[config.mk]
export PLATFORM = sky130hd
export DESIGN_NAME = pose_velocity_acceleration_tracker
export DESIGN_NICKNAME = d
export VERILOG_FILES = /design/src/design/pvat_pkg.sv /design/src/design/pose_velocity_acceleration_tracker.sv /design/src/design/pvat_wrap.sv /design/src/design/pvat_sat.sv /design/src/design/pvat_history.sv
export SDC_FILE = /design/constraint.sdc
export NUM_CORES = 1
export LEC_CHECK = 0
export ABC_AREA = 1
export ABC_CLOCK_PERIOD_IN_PS = 22100
export BUFFER_PORTS_ARGS = -buffer_cell sky130_fd_sc_hd__buf_2
export CAP_MARGIN = 20
export CORE_MARGIN = 1
export CORE_UTILIZATION = 67
export DETAILED_ROUTE_END_ITERATION = 7
export GPL_TIMING_DRIVEN = 0
export HOLD_SLACK_MARGIN = 0.06
export PLACE_DENSITY = 0.87
export SKIP_CTS_REPAIR_TIMING = 1
export SLEW_MARGIN = 5
export SYNTH_ARGS = -nofsm -noshare
export SYNTH_HDL_FRONTEND = slang
export SYNTH_SLANG_ARGS = --single-unit
[constraint.sdc]
create_clock -name clk -period 22.1 [get_ports clk]
set_input_delay 2.21 -clock clk [delete_from_list [all_inputs] [get_ports clk]]
set_output_delay 2.21 -clock clk [all_outputs]
set_load 0.01 [all_outputs]
[src/design/pvat_pkg.sv]
`default_nettype none
package pvat_pkg;

	localparam int ANG_W  = 16;
	localparam int TURN_W = 16;
	localparam int VEL_W  = 17;
	localparam int ACC_W  = 18;
	localparam int IN_TDATA_W  = 48;
	localparam int OUT_TDATA_W = 112;
	localparam int OUT_PAD_W   = OUT_TDATA_W - 3 * VEL_W - 3 * ACC_W;

	localparam logic [TURN_W-1:0] FULL_TURN_RST = 16'd25736;

	localparam logic [1:0] CNT_TWO  = 2'd2;
	localparam logic [1:0] CNT_FULL = 2'd3;

	localparam logic FUNC_PUSH  = 1'b0;
	localparam logic FUNC_RESET = 1'b1;

	typedef enum logic [1:0] {
		PH_INACTIVE = 2'd0,
		PH_FRESH    = 2'd1,
		PH_ONE      = 2'd2
	} phase_t;

	typedef struct packed {
		logic vel_ok;
		logic acc_ok;
	} hist_flags_t;

endpackage
`default_nettype wire

[src/design/pose_velocity_acceleration_tracker.sv]
// Pose velocity / acceleration tracker.
// Input beats (s_axis_*) carry one pose or a prediction reset event; tuser
// selects which (0 pose, 1 reset event). Every input beat yields exactly one
// output beat (m_axis_*) holding the first and second backward differences
// of x, y and heading over the last three poses; heading differences wrap
// by the full_turn register (written through cfg_we/cfg_wdata; the user
// must write it only while idle, which the block does not enforce).
// The input register captures a taken beat; a single combinational pass
// then fills the result register, which drives output valid.
// Throughput: 1 beat per cycle while the receiver keeps up; the window,
// counters and difference logic all settle in that one pass.
// Reset clears the pose count and reset phase and loads full_turn with
// two pi; the pose window itself holds no reset value and is gated by count.
// When the receiver stalls, the result register holds its beat and the
// input register takes one more beat, then tready drops until the output
// drains.
`default_nettype none
module pose_velocity_acceleration_tracker #(
	parameter int COORD_WIDTH = 16
) (
	input  wire logic                                 clk,
	input  wire logic                                 arst_n,
	input  wire logic                                 s_axis_tvalid,
	output logic                                      s_axis_tready,
	// pos_x[15:0], pos_y[31:16], heading[47:32]
	input  wire logic [pvat_pkg::IN_TDATA_W-1:0]      s_axis_tdata,
	// func
	input  wire logic                                 s_axis_tuser,
	output logic                                      m_axis_tvalid,
	input  wire logic                                 m_axis_tready,
	// vel_x[16:0], vel_y[33:17], vel_heading[50:34], acc_x[68:51],
	// acc_y[86:69], acc_heading[104:87], zero[111:105]
	output logic [pvat_pkg::OUT_TDATA_W-1:0]          m_axis_tdata,
	input  wire logic                                 cfg_we,
	input  wire logic [pvat_pkg::TURN_W-1:0]          cfg_wdata
);
	import pvat_pkg::*;

	localparam int CW = COORD_WIDTH;
	localparam int DW = (CW + 2 > ACC_W) ? CW + 2 : ACC_W;

	logic [TURN_W-1:0]       full_turn_q;
	logic                    v_s1, func_s1;
	logic signed [15:0]      px_s1, py_s1;
	logic signed [ANG_W-1:0] hd_s1;
	logic                    v_s2;
	logic                    adv, in_take;

	logic signed [CW-1:0]    px_c, py_c;
	logic signed [CW-1:0]    w0_x, w0_y, w1_x, w1_y, w2_x, w2_y;
	logic signed [ANG_W-1:0] w0_a, w1_a, w2_a;
	hist_flags_t             flags;

	logic signed [DW-1:0]    dx01, dx12, dy01, dy12, ddx, ddy;
	logic signed [VEL_W-1:0] vx_c, vy_c, va_c, va_prev;
	logic signed [ACC_W-1:0] ax_c, ay_c, aa_c;

	logic signed [VEL_W-1:0] vel_x_s2, vel_y_s2, vel_h_s2;
	logic signed [ACC_W-1:0] acc_x_s2, acc_y_s2, acc_h_s2;

	assign adv           = v_s1 && (!v_s2 || m_axis_tready);
	assign s_axis_tready = !v_s1 || adv;
	assign in_take       = s_axis_tvalid && s_axis_tready;

	always_ff @(posedge clk or negedge arst_n) begin
		if (!arst_n) begin
			full_turn_q <= FULL_TURN_RST;
		end else if (cfg_we) begin
			full_turn_q <= cfg_wdata;
		end
	end

	always_ff @(posedge clk or negedge arst_n) begin
		if (!arst_n) begin
			v_s1 <= 1'b0;
			v_s2 <= 1'b0;
		end else begin
			if (in_take) begin
				v_s1 <= 1'b1;
			end else if (adv) begin
				v_s1 <= 1'b0;
			end
			if (adv) begin
				v_s2 <= 1'b1;
			end else if (m_axis_tready) begin
				v_s2 <= 1'b0;
			end
		end
	end

	always_ff @(posedge clk) begin
		if (in_take) begin
			func_s1 <= s_axis_tuser;
			px_s1   <= s_axis_tdata[15:0];
			py_s1   <= s_axis_tdata[31:16];
			hd_s1   <= s_axis_tdata[47:32];
		end
	end

	// sign extend or truncate the Q12.4 coordinates to the window width
	assign px_c = CW'(px_s1);
	assign py_c = CW'(py_s1);

	pvat_history #(.CW(CW)) u_hist (
		.clk    (clk),
		.arst_n (arst_n),
		.upd    (adv),
		.func   (func_s1),
		.px     (px_c),
		.py     (py_c),
		.pa     (hd_s1),
		.w0_x   (w0_x),
		.w0_y   (w0_y),
		.w0_a   (w0_a),
		.w1_x   (w1_x),
		.w1_y   (w1_y),
		.w1_a   (w1_a),
		.w2_x   (w2_x),
		.w2_y   (w2_y),
		.w2_a   (w2_a),
		.flags  (flags)
	);

	always_comb begin
		dx01 = DW'(w0_x) - DW'(w1_x);
		dx12 = DW'(w1_x) - DW'(w2_x);
		dy01 = DW'(w0_y) - DW'(w1_y);
		dy12 = DW'(w1_y) - DW'(w2_y);
		ddx  = dx01 - dx12;
		ddy  = dy01 - dy12;
	end

	pvat_sat #(.IW(DW), .OW(VEL_W)) u_sat_vx (.d(dx01), .q(vx_c));
	pvat_sat #(.IW(DW), .OW(VEL_W)) u_sat_vy (.d(dy01), .q(vy_c));
	pvat_sat #(.IW(DW), .OW(ACC_W)) u_sat_ax (.d(ddx),  .q(ax_c));
	pvat_sat #(.IW(DW), .OW(ACC_W)) u_sat_ay (.d(ddy),  .q(ay_c));

	pvat_wrap u_wrap_new (.before_a(w1_a), .after_a(w0_a), .turn(full_turn_q), .diff(va_c));
	pvat_wrap u_wrap_old (.before_a(w2_a), .after_a(w1_a), .turn(full_turn_q), .diff(va_prev));

	assign aa_c = ACC_W'(va_c) - ACC_W'(va_prev);

	always_ff @(posedge clk) begin
		if (adv) begin
			vel_x_s2 <= flags.vel_ok ? vx_c : '0;
			vel_y_s2 <= flags.vel_ok ? vy_c : '0;
			vel_h_s2 <= flags.vel_ok ? va_c : '0;
			acc_x_s2 <= flags.acc_ok ? ax_c : '0;
			acc_y_s2 <= flags.acc_ok ? ay_c : '0;
			acc_h_s2 <= flags.acc_ok ? aa_c : '0;
		end
	end

	assign m_axis_tvalid = v_s2;
	assign m_axis_tdata  = {{OUT_PAD_W{1'b0}}, acc_h_s2, acc_y_s2, acc_x_s2,
		vel_h_s2, vel_y_s2, vel_x_s2};

endmodule
`default_nettype wire

[src/design/pvat_wrap.sv]
`default_nettype none
module pvat_wrap (
	input  wire logic signed [pvat_pkg::ANG_W-1:0]  before_a,
	input  wire logic signed [pvat_pkg::ANG_W-1:0]  after_a,
	input  wire logic        [pvat_pkg::TURN_W-1:0] turn,
	output logic signed [pvat_pkg::VEL_W-1:0]       diff
);
	import pvat_pkg::*;

	localparam int CW = ANG_W + 3;

	logic signed [CW-1:0] c1, c2, c3, t;
	logic        [CW-1:0] m1, m2, m3;
	logic signed [CW-1:0] pick;

	always_comb begin
		t  = signed'({3'b000, turn});
		c1 = CW'(after_a) - CW'(before_a);
		c2 = c1 + t;
		c3 = c1 - t;
		m1 = c1[CW-1] ? unsigned'(-c1) : unsigned'(c1);
		m2 = c2[CW-1] ? unsigned'(-c2) : unsigned'(c2);
		m3 = c3[CW-1] ? unsigned'(-c3) : unsigned'(c3);
		// d wins only when strictly smallest; +turn then wins only when strictly below -turn, so a +/-turn tie goes to -turn
		if (m1 < m2 && m1 < m3) begin
			pick = c1;
		end else if (m2 < m3) begin
			pick = c2;
		end else begin
			pick = c3;
		end
		// smallest magnitude never exceeds |d|, so it fits the velocity width
		diff = pick[VEL_W-1:0];
	end

endmodule
`default_nettype wire

[src/design/pvat_sat.sv]
`default_nettype none
module pvat_sat #(
	parameter int IW = 18,
	parameter int OW = 17
) (
	input  wire logic signed [IW-1:0] d,
	output logic signed [OW-1:0]      q
);
	localparam logic signed [IW-1:0] HI = IW'((64'sd1 <<< (OW - 1)) - 64'sd1);
	localparam logic signed [IW-1:0] LO = -HI - IW'(1);

	always_comb begin
		if (d > HI) begin
			q = HI[OW-1:0];
		end else if (d < LO) begin
			q = LO[OW-1:0];
		end else begin
			q = d[OW-1:0];
		end
	end

endmodule
`default_nettype wire

[src/design/pvat_history.sv]
`default_nettype none
module pvat_history #(
	parameter int CW = 16
) (
	input  wire logic                               clk,
	input  wire logic                               arst_n,
	input  wire logic                               upd,
	input  wire logic                               func,
	input  wire logic signed [CW-1:0]               px,
	input  wire logic signed [CW-1:0]               py,
	input  wire logic signed [pvat_pkg::ANG_W-1:0]  pa,
	output logic signed [CW-1:0]                    w0_x,
	output logic signed [CW-1:0]                    w0_y,
	output logic signed [pvat_pkg::ANG_W-1:0]       w0_a,
	output logic signed [CW-1:0]                    w1_x,
	output logic signed [CW-1:0]                    w1_y,
	output logic signed [pvat_pkg::ANG_W-1:0]       w1_a,
	output logic signed [CW-1:0]                    w2_x,
	output logic signed [CW-1:0]                    w2_y,
	output logic signed [pvat_pkg::ANG_W-1:0]       w2_a,
	output pvat_pkg::hist_flags_t                   flags
);
	import pvat_pkg::*;

	logic signed [CW-1:0]    x0_q, x1_q, x2_q, y0_q, y1_q, y2_q;
	logic signed [ANG_W-1:0] a0_q, a1_q, a2_q;
	logic [1:0]              cnt_q, cnt_n;
	phase_t                  phase_q, phase_n;
	logic                    push;

	assign push = (func == FUNC_PUSH);

	// next window as seen by the item being finished this cycle
	always_comb begin
		if (push) begin
			w0_x = px;   w0_y = py;   w0_a = pa;
			w1_x = x0_q; w1_y = y0_q; w1_a = a0_q;
			w2_x = x1_q; w2_y = y1_q; w2_a = a1_q;
		end else begin
			w0_x = x0_q; w0_y = y0_q; w0_a = a0_q;
			w1_x = x1_q; w1_y = y1_q; w1_a = a1_q;
			w2_x = x2_q; w2_y = y2_q; w2_a = a2_q;
		end
	end

	always_comb begin
		cnt_n = cnt_q;
		if (push && cnt_q != CNT_FULL) begin
			cnt_n = cnt_q + 2'd1;
		end
		if (!push) begin
			phase_n = PH_FRESH;
		end else if (phase_q == PH_FRESH) begin
			phase_n = PH_ONE;
		end else begin
			phase_n = PH_INACTIVE;
		end
		flags.vel_ok = (cnt_n >= CNT_TWO) && (phase_n != PH_FRESH);
		flags.acc_ok = flags.vel_ok && (cnt_n == CNT_FULL) && (phase_n != PH_ONE);
	end

	always_ff @(posedge clk) begin
		if (upd) begin
			x0_q <= w0_x; y0_q <= w0_y; a0_q <= w0_a;
			x1_q <= w1_x; y1_q <= w1_y; a1_q <= w1_a;
			x2_q <= w2_x; y2_q <= w2_y; a2_q <= w2_a;
		end
	end

	always_ff @(posedge clk or negedge arst_n) begin
		if (!arst_n) begin
			cnt_q   <= 2'd0;
			phase_q <= PH_INACTIVE;
		end else if (upd) begin
			cnt_q   <= cnt_n;
			phase_q <= phase_n;
		end
	end

endmodule
`default_nettype wire

==> results.md, run 1 <==
- Synthesized area per cell: about 8 sq um
- Hpwl dp: ~60 mm
- Final Setup Violations: 0
- Cell with the most instances after synthesis: nand2_1
- Detailed Route Iter0 Violations: roughly 2600
- Cell count after synthesis: 3516
- Slowest stage delay, CP: 0.73 ns
- Main synth FF type: edfxtp_1
- YS warnings: 0
- Cell Area, Synth: approximately 28000 sq um
- GR Overflow Total: 0
- PortBufs: between 150 and 200
- Flip-flop and latch area: 9505 sq um
- Syn-to-layout area delta: 10.38%
- Critical Path RT: roughly 22 ns
- Drt via density: 5.880
- Post-DP Area: 29350 sq um
- Top cell type's share of synthesized area: 0.3239
- Flops & latches, synth: 320
- Wire length per cell: 18.50 um
- Nets: approximately 4200
- Most used cell, CP: nand2_1
- Max Clk Rate: approximately 84 MHz
- Worst Setup End Kind: flip-flop
- RSZ-0062 raised after global routing: false
- Post-route DRC violation count: 0
- H-tree depth: 2
- Initial core utilization: 0.6781
- Minimum clock period after layout: 11.97 ns
- Worst slew pin tran: roughly 1.1 ns
- Final WL: about 80 mm
- First-pass GRT wire length: ~120 mm
- HP Class: reg2reg
- Post-DRT Antenna Nets: 0
- CTS buffer count: 35
- Number of flops mapped to enable cells by yosys: slightly below 300
- Vias in the first global route: roughly 24000
- Width of the die: 205.1 um
- Area of the multi-input gates: 15640 sq um
- Status: finished clean
- Count of cell types in the netlist: 58
- Skew final: ~0.029 ns
- CTS root buffer: clkbuf_16
- Share of post-route cells with drive strength above 1: 0.1049
- Final cycle utilization of the critical path: 0.5415
- Largest net degree at the start of global routing: between 90 and 100
- Worst-Skew Late Latency: roughly 0.56 ns
- Buf/Inv on CP: 9
- DRT Pass-1 Iters: 6
- Critical path class: reg2reg
- Clock slew at reported path FFs: ~0.06 ns
- I/O pin count: about 180
- Gr usage total: 0.3812
- Synth area leaders: edfxtp_1, ha_1, nand2_1
- Max-cap viol count: 0
- Core ar.: about 40000 sq um
- Fill cell count: 3069
- Vias: around 25000
- Worst path slowest cell: clkbuf_1
- Final Hold Fails: 0
- Initial antenna violation count: 2
- Setup_tns: 0 ns
- Clock tree buffer depth: 3
- CTS tree: done
- Pins over their slew limit: 0
- Top cell type by total area after synthesis: edfxtp_1
- Most common library cells after synthesis: nand2_1, inv_1, edfxtp_1
- Die Y: 205.1 um
- Delay-heaviest family, CP: compound AO/OA/AOI/OAI gates
- CTS sink count: 320
- Placer Congestion: roughly 1.0
- Async set-or-reset flop fraction in the synthesized netlist: 0.06875
- Final Instance Area: just over 30000 sq um
- CP arrival: roughly 12 ns
- Sequential share of the synthesized area: 0.3441
- CP max FO: 10
- Num rows: 74
- Die area: between 40000 and 50000 sq um
- Rel. slew slack: 0.2491
- Element type at the critical path start: flip-flop
## state kept, by name, indices dropped and copies added, names as in the netlist, 17 cells and up
| name | cells |
|---|---|
| acc_x_s2 | 18 |
| acc_y_s2 | 18 |
| vel_y_s2 | 17 |
| vel_h_s2 | 17 |
| vel_x_s2 | 17 |
| acc_h_s2 | 18 |
## through the flow
stage / util / worst slack (ns) / instances / hold WS (ns)
after floorplan: - / 13.46 / 3541 / 0.4895
after global placement: 0.7184 / 10.92 / 4249 / 0.5069
after detailed placement: 0.7204 / 10.75 / 4252 / 0.5137
after CTS: 0.7485 / 10.61 / 4315 / 0.5273
after global routing: 0.7485 / 9.551 / 4316 / 0.5806
final: 0.7485 / 10.13 / 4316 / 0.5273
## layout make-up
cell class | instances | area share
multi-input cells | 2579 | 0.5128
flip-flops and latches | 320 | 0.3117
inverters | 560 | 0.06942
repair buffers | 179 | 0.03135
clock buffers | 43 | 0.02971
well taps | 532 | 0.02183
plain buffers | 82 | 0.01530
clock inverters | 20 | 0.007755
diodes | 1 | 0.00008206
## cells by family (layout without fill, tap and decap cells)
logic type,after synthesis,count (layout),share of synthesized area
DFF,320,320,0.3441
AOI/OAI and AO/OA,536,536,0.1063
muxes,1,1,0.0004076
other,2,28,0.0002718
adders and majority gates,337,337,0.1643
buffers and inverters,642,884,0.09325
xor gates and xnor gates,172,172,0.05901
and+or+nand+nor,1506,1506,0.2323
## layer usage
layer	track usage	share of wire	up-vias
met3	0.07541	0.12	274
met1	0.5128	0.40	11620
met4	0.1968	0.053	2
met2	0.5833	0.43	1483
li1	-	-	12000
met5	0	0.00016	-
## worst paths after layout
check	cells after the start	from	end	slack, ns
worst max register to register	54	func_s1	acc_h_s2[14]	10.13
worst min-delay path	2	u_hist.phase_q[0]	u_hist.phase_q[0]	0.53
worst max-delay path	54	func_s1	acc_h_s2[14]	10.13
min in group asynchronous	1	arst_n	full_turn_q[0]	1.67
worst min register to register	2	u_hist.phase_q[0]	u_hist.phase_q[0]	0.53
max in group asynchronous	1	arst_n	m_axis_tvalid	19.99
## placed cells by master (no fill, tap or decap), drive strengths merged, types with 17 or more instances in the layout
cell	instances
a21oi	230
buf	212
clkbuf	92
conb	27
dfrtp	17
edfxtp	298
fa	43
ha	294
inv	563
nand2	869
nand3	205
nand4	41
nor2	278
nor3	46
o21ai	230
o21bai	20
or2	43
xor2	162
## worst min-delay path, delay by kind of cell, from the launching register on
| kind | cells | cell delay, ns |
|---|---|---|
| flip-flops | 1 | 0.36 |
| AND/OR/NAND/NOR | 2 | 0.13 |
Power of run 1 is not shown: default switching activity piles up to over one toggle a cycle in this logic, so the estimate is an artifact.
==> run 2, diff against run 1 <==
ABC_CLOCK_PERIOD_IN_PS = 11400   (was 22100)
CORE_UTILIZATION = 63   (was 67)
PLACE_DENSITY = 0.83   (was 0.87)
clock period = 11.4 ns   (was 22.1 ns; I/O delays follow)
==> results.md, run 2 (synthesis results as in run 1) <==
- Post-route DRC violation count: 0 (unchanged)
- Critical Path RT: 11.69 ns (was 22.39 ns)
- Vias: 24830 (was 25380)
- Num rows: 76 (was 74)
- Skew final: 0.02399 ns (was 0.02880 ns)
- CTS buffer count: 35 (unchanged)
- Status: finished clean (unchanged)
- Hpwl dp: 61.52 mm (was 61.49 mm)
- RSZ-0062 raised after global routing: false (unchanged)
- Largest net degree at the start of global routing: 110 (was 97)
- I/O pin count: 184 (unchanged)
- Post-DRT Antenna Nets: 0 (unchanged)
- Fill cell count: 3542 (was 3069)
- Worst-Skew Late Latency: 0.56 ns (about the same)
- Worst slew pin tran: 1.143 ns (was 1.126 ns)
- Core ar.: 43170 sq um (was 40740 sq um)
- GR Overflow Total: 0 (unchanged)
- Placer Congestion: 1.017 (was 1.011)
- Final Setup Violations: 0 (unchanged)
- Commonest non-fill, non-tap cells in the layout: nand2_1, inv_1, edfxtp_1 (unchanged)
- CTS root buffer: clkbuf_16 (unchanged)
- Slowest stage delay, CP: 0.64 ns (was 0.73 ns)
- Detailed Route Iter0 Violations: 2672 (was 2603)
- CTS sink count: 320 (unchanged)
- Die Y: 211.4 um (was 205.1 um)
- Most used cell, CP: nand2_1 (unchanged)
- Element type at the critical path start: flip-flop (unchanged)
- Wire length per cell: 17.93 um (was 18.50 um)
- Post-DP Area: 29420 sq um (was 29350 sq um)
- First-pass GRT wire length: 121.2 mm (was 124.0 mm)
- Nets: 4164 (unchanged)
- CP max FO: 11 (was 10)
- Worst Setup End Kind: flip-flop (unchanged)
- Share of post-route cells with drive strength above 1: 0.1082 (was 0.1049)
- Final WL: 78.30 mm (was 79.87 mm)
- Initial core utilization: 0.6399 (was 0.6781)
- Final Hold Fails: 0 (unchanged)
- Width of the die: 211.4 um (was 205.1 um)
- Clock slew at reported path FFs: 0.06 ns (about the same)
- Gr usage total: 0.3501 (was 0.3812)
- Leading registers by flop count: acc_h_s2 (18), acc_x_s2 (18), acc_y_s2 (18) (unchanged)
- Vias in the first global route: 23230 (was 23780)
- Initial antenna violation count: 1 (was 2)
- Max Clk Rate: 93.55 MHz (was 83.56 MHz)
- HP Class: reg2reg (unchanged)
- CP arrival: 10.98 ns (was 12.26 ns)
- PortBufs: 176 (unchanged)
- Pins over their slew limit: 0 (unchanged)
- Critical path class: reg2reg (unchanged)
- Rel. slew slack: 0.2382 (was 0.2491)
- Drt via density: 5.686 (was 5.880)
- Most common cell after layout, fill and taps aside: nand2_1 (unchanged)
- Die area: 44690 sq um (was 42050 sq um)
- CTS tree: done (unchanged)
- Max-cap viol count: 0 (unchanged)
- H-tree depth: 2 (unchanged)
- Final cycle utilization of the critical path: 0.9377 (was 0.5415)
- Worst path slowest cell: clkbuf_1 (unchanged)
- Clock tree buffer depth: 3 (unchanged)
- Syn-to-layout area delta: 10.92% (was 10.38%)
- DRT Pass-1 Iters: 6 (unchanged)
- Minimum clock period after layout: 10.69 ns (was 11.97 ns)
- Final Instance Area: 30640 sq um (was 30490 sq um)
-- run 2: routing by layer --
metal / vias up / share of wire / global-route usage
met5: - / 0 / 0
met2: 1210 / 0.44 / 0.5459
met1: 11450 / 0.42 / 0.4850
met3: 186 / 0.096 / 0.05474
met4: 0 / 0.043 / 0.1479
li1: 11980 / - / -
-- run 2: worst paths after layout --
| check | from | end | slack (ns) | cells after the start |
|---|---|---|---|---|
| min in group asynchronous | arst_n | full_turn_q[1] | 0.60 | 1 |
| hold / removal | u_hist.phase_q[0] | u_hist.phase_q[1] | 0.55 | 2 |
| setup reg to reg | func_s1 | acc_h_s2[14] | 0.71 | 58 |
| max in group asynchronous | arst_n | u_hist.cnt_q[1] | 10.40 | 1 |
| setup / recovery | func_s1 | acc_h_s2[14] | 0.71 | 58 |
| hold reg to reg | u_hist.phase_q[0] | u_hist.phase_q[1] | 0.55 | 2 |
-- run 2: through the flow --
step	instances	hold slack, ns	util	setup TNS [ns]	setup WS [ns]
global route	4367	0.5793	0.7098	0	0.005758
floorplan	3541	0.4895	-	0	2.759
CTS	4366	0.5417	0.7077	-0.01812	-0.01812
finish	4367	0.5489	0.7098	0	0.7105
global placement	4302	0.5056	0.6795	0	0.2359
detailed placement	4305	0.5249	0.6814	0	0.07026
-- run 2: final cells by class --
| type | count | area [sq um] | share of cell area |
|---|---|---|---|
| timing repair buffer | 181 | 970.9 | 0.03168 |
| antenna | 1 | 2.502 | 0.00008166 |
| sequential | 320 | 9505 | 0.3102 |
| multi-input combinational | 2579 | 15710 | 0.5128 |
| tap | 585 | 732.0 | 0.02389 |
| clock buffer | 43 | 905.9 | 0.02956 |
| buffer | 80 | 466.7 | 0.01523 |
| inverter | 560 | 2117 | 0.06908 |
| clock inverter | 18 | 230.2 | 0.007513 |
-- run 2: critical path: cells and delay by family, from the launching register on --
kind	cells	cell delay, ns
simple gates	29	2.74
compound gates	13	2.57
fa+ha+maj	6	1.87
buf+inv	8	2.03
xor+xnor	2	0.66
flops	1	0.52
Power of run 2 is left out for the same reason.
